## config.mk

```make
export PLATFORM = sky130hd
export DESIGN_NAME = mdwf_best
export DESIGN_NICKNAME = d
export VERILOG_FILES = /design/src/hw/rtl/assert_macros.svh /design/src/hw/rtl/mdwf_pkg.sv /design/src/hw/rtl/mdwf_best.sv
export SDC_FILE = /design/constraint.sdc
export NUM_CORES = 1
export LEC_CHECK = 0
export ABC_AREA = 1
export BUFFER_PORTS_ARGS = -buffer_cell sky130_fd_sc_hd__buf_4
export CAP_MARGIN = 20
export CELL_PAD_IN_SITES_DETAIL_PLACEMENT = 2
export CELL_PAD_IN_SITES_GLOBAL_PLACEMENT = 2
export CORE_ASPECT_RATIO = 2
export CORE_UTILIZATION = 26
export CTS_CLUSTER_SIZE = 40
export DETAILED_ROUTE_END_ITERATION = 16
export PLACE_DENSITY = 0.77
export SLEW_MARGIN = 20
export SYNTH_ARGS = -nofsm -noshare
export SYNTH_HDL_FRONTEND = slang
export SYNTH_SLANG_ARGS = --single-unit
```

## constraint.sdc

```tcl
create_clock -name clk -period 1.78 [get_ports clk]
set_input_delay 0.089 -clock clk [delete_from_list [all_inputs] [get_ports clk]]
set_output_delay 0.089 -clock clk [all_outputs]
set_load 0.1 [all_outputs]
```

## src/hw/rtl/assert_macros.svh

```systemverilog
// Assertion macros used by the top-level RTL file of the window finder.
`ifndef ASSERT_MACROS_SVH
`define ASSERT_MACROS_SVH

`ifndef SYNTHESIS
// Property must hold at every clock edge outside reset.
`define MDWF_ASSERT(label, clk, rst_n, prop, msg) \
    label: assert property (@(posedge clk) disable iff (!rst_n) (prop)) else $error(msg);
// Expression must never be true outside reset.
`define MDWF_NEVER(label, clk, rst_n, expr, msg) \
    label: assert property (@(posedge clk) disable iff (!rst_n) !(expr)) else $error(msg);
`else
`define MDWF_ASSERT(label, clk, rst_n, prop, msg)
`define MDWF_NEVER(label, clk, rst_n, expr, msg)
`endif

`endif

```

## src/hw/rtl/mdwf_pkg.sv

```systemverilog
// Package: shared constants and types of the max difference window finder.
`default_nettype none
package mdwf_pkg;

    localparam int unsigned     WINDOW_MAX_DEF  = 1024;
    localparam longint unsigned MAX_LENGTH_DEF  = 65535;

    localparam int unsigned     SUM_OUT_W       = 18;
    localparam int unsigned     START_OUT_W     = 16;
    localparam int unsigned     CFG_LEN_W       = 11;
    localparam int unsigned     PADDR_W         = 3;

    localparam logic [SUM_OUT_W-1:0]   SUM_LIMIT   = 18'h3FFFF;
    localparam logic [START_OUT_W-1:0] START_LIMIT = 16'hFFFF;

    // register index decoded from paddr[2]
    localparam logic               REG_WINDOW_LEN   = 1'b0;
    localparam logic [CFG_LEN_W-1:0] WINDOW_LEN_RESET = 11'd2;

    // per-item control bits carried down the pipeline
    typedef struct packed {
        logic last;   // final character of the string
        logic win;    // a full window ends on this character
        logic ovf;    // string has run past the maximum length
    } mdwf_ctl_t;

endpackage
`default_nettype wire

```

## src/hw/rtl/mdwf_best.sv

```systemverilog
// Best-window tracker: keeps the highest score and its start, forms the result.
`default_nettype none
module mdwf_best
    import mdwf_pkg::*;
#(
    parameter int unsigned ACC_W = 20
) (
    input  wire logic                   clk,
    input  wire logic                   rst_n,
    input  wire logic                   en,
    input  wire mdwf_ctl_t              ctl,
    input  wire logic [ACC_W-1:0]       sum,
    input  wire logic [START_OUT_W-1:0] start,
    output logic                        res_found,
    output logic [START_OUT_W-1:0]      res_start,
    output logic [SUM_OUT_W-1:0]        res_sum,
    output logic                        res_ovf
);

    logic                   found_reg, found_next;
    logic [ACC_W-1:0]       best_sum_reg, best_sum_next;
    logic [START_OUT_W-1:0] best_start_reg, best_start_next;
    logic                   take;

    // unsigned compare: a wrapped (negative) sum ranks above every positive one
    assign take = ctl.win && (!found_reg || (sum > best_sum_reg));

    always_comb
    begin
        found_next      = found_reg;
        best_sum_next   = best_sum_reg;
        best_start_next = best_start_reg;
        if (take)
        begin
            found_next      = 1'b1;
            best_sum_next   = sum;
            best_start_next = start;
        end
    end

    assign res_found = found_next;
    assign res_start = best_start_next;
    assign res_sum   = (best_sum_next > ACC_W'(SUM_LIMIT)) ? SUM_LIMIT
                                                          : best_sum_next[SUM_OUT_W-1:0];
    assign res_ovf   = ctl.ovf;

    always_ff @(posedge clk or negedge rst_n)
    begin
        if (!rst_n)
        begin
            found_reg      <= 1'b0;
            best_sum_reg   <= '0;
            best_start_reg <= '0;
        end
        else if (en)
        begin
            if (ctl.last)
            begin
                found_reg      <= 1'b0;
                best_sum_reg   <= '0;
                best_start_reg <= '0;
            end
            else
            begin
                found_reg      <= found_next;
                best_sum_reg   <= best_sum_next;
                best_start_reg <= best_start_next;
            end
        end
    end

endmodule
`default_nettype wire

```

; ---- Word level (Yosys, flattened, before mapping)
; Index checks and enable logic that the tools add are counted.
[totals]
wordCells = 15
ramBits = 0
memories = 0
latch_bits = 0
input_bits = 42
rom_bits = 0
reg_bits = 37
[classes]
n_addsub = 0
eq_ne = 0
shift = 0
bitwise_logic = 0
n_div = 0
mul = 0
muxes = 7
reduce_logical = 3
n_lt_le_gt_ge = 2
[op_table]
columns = operator, n
row1 = $mux 20, 2
row2 = $mux 16, 2
row3 = $gt 20x18->1 const B, 1
row4 = $gt 20x20->1, 1
row5 = $mux 18, 1
row6 = $mux 1, 2
row7 = $logic_and 1x1->1, 1
row8 = $logic_not 1->1, 1
row9 = $logic_or 1x1->1, 1

; ---- Logic depth before layout (Yosys ltp)
[depth]
depth_word = 6
mapped_depth = 17
ltp_nobuf = 16

; ---- Worst setup path before layout
; No wires, ideal clock.
[synth_timing]
path_type = reg2out
startpoint = register best_sum_reg[19]
endpoint = output res_sum[0]
slack_ps = -734
arrival_time_ps = 2425
path_stages_with_launch = 15
path_buffers = 1
path_cell_list = dfrtp_1 > inv_1 > ha_1 > nand2_1 > nor2_2 > nand2_1 > nor2_2 > nand2_1 > nand3_2 > nand2_2 > nand2_4 > buf_4 > nand3_1 > nand2_1 > nand3_1
[synth_via]
elab_chain_len = 6
[synth_rtl]
columns = element, line
row1 = "start, declared", mdwf_best.sv:21  ; logic [ACC_W-1:0] best_sum_reg, best_sum_next;
row2 = "start signal, assigned", mdwf_best.sv:66  ; best_sum_reg <= best_sum_next;
row3 = $gt 20x20->1, mdwf_best.sv:26  ; assign take = ctl.win && (!found_reg || (sum > best_sum_reg));
row4 = $logic_or 1x1->1, mdwf_best.sv:26
row5 = $logic_and 1x1->1, mdwf_best.sv:26
row6 = $mux 20 (*), mdwf_best.sv:33  ; if (take)
row7 = $gt 20x18->1, mdwf_best.sv:43  ; assign res_sum = (best_sum_next > ACC_W'(SUM_LIMIT)) ? SUM_LIMIT
row8 = $mux 18 (*), mdwf_best.sv:43
row9 = "end, declared", mdwf_best.sv:16  ; output logic [SUM_OUT_W-1:0] res_sum,
; Mark *: on every way between the ends. The rest lies on a longest branch, timed or not.

; ---- Worst setup path after layout
[layout_timing]
startpoint = register best_sum_reg[5]
endpoint = output res_sum[2]
; The elaborated chain is that of the path after synthesis.

==> qor.yml <==
worst_setup_path:
  worstPathRequired_ns: 1.69
  max_stage_delay_ns: 0.38
  end_kind: "output pin"
  crit_fanout: 5
  cp-startpoint: "best_sum_reg[5]"
  critPathTopFamily: "simple AND/OR/NAND/NOR gates"
  cp_cell_sequence: "inv_2, ha_4, nand2_1, nand2_1, nand2_1, nand2_1, nand2_1, nand2_1, nand2_1, nand3_2, nand2_2, nand2_8, buf_12, nand3b_4, buf_12, nand2_8, nand3_4, buf_12"
  rr_startpoint: "best_sum_reg[5]"
  critPathBufInv: 4
  startpoint_type: "flip-flop"
  cpMostUsedCell: "nand2_1"
  cp_slowest_cell: "dfrtp_1"
  critPathKind: "flip-flop to output pin"
  cp_data_arrival_time_ns: 2.76
grt:
  grt_max_degree: 38
  grt_first_pass_wirelength_um: 24210
  grt_pass1_vias: 4237
  grt_usage: 0.2745
  overflow: 0
  antenna_found_initial: 0
power_and_ir_drop:
  clockPowerShare: 0.222
  power.total_w: 0.005159
  switching_share: 0.4585
  p_switching_w: 0.002365
  power_per_cell_area_mw_per_mm2: 854.4
  p_int_w: 0.002794
  vdd_drop_max_mv: 0.4699
  pwr-share-comb: 0.584
  p_leak_nw: 2.993
  pwr-share-seq: 0.194
outcome:
  violations: "negative setup slack"
  status: "complete, but fails checks"
hold_path:
  hp-start: "ctl[2]"
  hold_path.class: "input pin to flip-flop"
clock_tree:
  worstSkewPairLatency_ns: 0.31
  cts_max_level: 2
  cts_buffer_depth: 2
  clock_sinks: 37
  cts_root_buf: "clkbuf_16"
  cts_tree: "yes"
  numCtsBuffers: 5
  clkTransAtPathRegs_ns: 0.07
timing:
  period_share: 1.599
  fmax_mhz: 351.4
  layout_setup_ws_ns: -1.065
  hold_viol_final: 0
  setup_viol: 70
  worst_pin_slew_ns: 0.5788
  final_max_slew_viol_count: 0
  relSlewSlack: 0.6141
  rsz0062_at_grt: "true"
  skew_ns: 0.01090
  min_period_ns: 2.845
placement:
  portBuffers: 75
  gp_congestion: 0.7299
  place_ws_ns: -0.8215
  dp_hpwl_um: 8567
logic_synthesis:
  ys_seq_area_frac: 0.3114
  ys_async_sr_fraction: 1.000
  syn-cell-area_sq_mm: 0.002973
  synth_edf_count: 0
  synth-seq-cells: 37
  syn-instance-count: 431
  syn-num-nets: 493
  ys.flop_type: "dfrtp_1"
  syn_area_per_cell_sq_um: 6.898
  yosysWarnings: 0
  yosysUniqueCellTypes: 22
floorplanning:
  start_util: 0.2699
  io_pins: 78
  dieArea_sq_mm: 0.01189
  fp.dieW_um: 77.61
  die_h_um: 153.2
  row_count: 54
  coreArea_sq_mm: 0.01101
routing:
  avgRoutedWirePerCell_um: 26.46
  drt_first_pass_iters: 4
  routed_wl_um: 19310
  ant_nets: 0
  drc: 0
  viasPerCell: 5.105
  drt-initial-drc-count: 178
  vias: 3727
final_layout:
  n_fill_cell: 1104
  post-route-util: 0.5483
  drive_above_1_share: 0.5610
  largest_reg_flops: 20
  fin_nets: 651
  areaGrowthSynthToFinish_pct: 103.1
  multiInputGateArea_sq_mm: 0.002545
  regArea_sq_um: 925.9
  diodes: 0
flow_run:
  maxCapViolations: 0
[kinds of logic after synthesis]
kind of cell | after synthesis | share of synthesized area
AND/OR/NAND/NOR | 276 | 0.4575
buffers and inverters | 88 | 0.1292
flip-flops | 37 | 0.3114
adder cells (fa/ha/maj) | 20 | 0.08418
AO/OA/AOI/OAI | 10 | 0.01768
[through the flow]
stage | hold slack (ns) | setup TNS (ns) | cell area, sq um | std cells
finish | 0.1234 | -56.42 | 6038 | 730
floorplan | -0.2066 | -13.81 | 3317 | 431
CTS | 0.1310 | -41.45 | 5532 | 709
detailed placement | 0.1067 | -47.19 | 4370 | 682
global route | 0.1403 | -63.40 | 6038 | 730
global placement | 0.1064 | -36.66 | 4370 | 682
[metal layers]
layer / GRT usage / vias up / routed length, um
li1: - / 1661 / -
met1: 0.2610 / 1865 / 6507
met2: 0.5520 / 126 / 10910
met3: 0.03821 / 75 / 608
met4: 0.1276 / 0 / 1292
met5: 0 / - / 0
[synthesized netlist by cell type (2+ instances only)]
cell type | instances | area share
nand2_1 | 153 | 0.19
inv_1 | 68 | 0.086
nand3_1 | 62 | 0.10
dfrtp_1 | 37 | 0.31
ha_1 | 20 | 0.084
and2_1 | 16 | 0.034
nand3b_1 | 16 | 0.040
nand3_2 | 12 | 0.040
a21oi_1 | 8 | 0.013
clkbuf_1 | 8 | 0.010
nor2_1 | 6 | 0.0076
buf_6 | 5 | 0.019
nand2_4 | 5 | 0.019
buf_2 | 4 | 0.0067
buf_4 | 3 | 0.0076
nor2_2 | 2 | 0.0042
[placed cells by master, fill, tap and decap left out]
master and instances:
a21o_1 1, a21oi_1 5, a21oi_2 2, a21oi_4 1, and2_4 16, buf_12 43, buf_16 1, buf_4 108
buf_6 5, buf_8 3, bufinv_16 1, clkbuf_16 11, clkbuf_8 1, clkinvlp_4 1, dfrtp_1 37, dlygate4sd3_1 1
ha_1 8, ha_4 12, inv_1 54, inv_2 14, nand2_1 98, nand2_2 41, nand2_4 15, nand2_8 10
nand3_1 35, nand3_2 18, nand3_4 21, nand3b_1 16, nand3b_4 1, nand4_1 1, nor2_1 2, nor2_2 1
nor2_4 5, o21ai_1 1
[final timing paths]
path                                       to  slack, ns  cells after the start
min                         best_start_reg[1]       0.12                      4
min in group asynchronous    best_sum_reg[13]       0.31                      2
max in group asynchronous     best_sum_reg[7]       1.05                      2
max reg2reg                 best_start_reg[1]      -0.82                     20
max                                res_sum[2]      -1.07                     18
min reg2reg                best_start_reg[11]       0.52                      2
[worst register-to-register path, delay by kind of cell (launching register included)]
family	cells	cell delay [ns]
buffers and inverters	6	0.75
AND/OR/NAND/NOR	13	1.09
adder cells (fa/ha/maj)	1	0.27
flip-flops	1	0.38
[power groups by stage]
stage / registers (W) / clock network (W) / logic (W)
after CTS: 0.000980 / 0.00111 / 0.00263
final: 0.000999 / 0.00115 / 0.00301
after global placement: 0.000983 / 0 / 0.00199
after global routing: 0.00101 / 0.00120 / 0.00312
after detailed placement: 0.000992 / 0 / 0.00206
after floorplan: 0.000977 / 0 / 0.00153
[what timing repair did]
action	CTS	global route
setup endpoints to repair	70	70
gates cloned	4	7
hold buffers	1	0
endpoints found under the hold margin	37	0
buffers inserted	14	14
pin swaps	17	37
resized for setup	170	64
[final cells by class]
type	count	area share
repair buffers	167	0.3247
clock inverters	2	0.006216
flip-flops and latches	37	0.1533
multi-input cells	310	0.4215
inverters	68	0.04227
clock buffers	6	0.02300
well taps	140	0.02901
(Power assumes the default switching activity.)
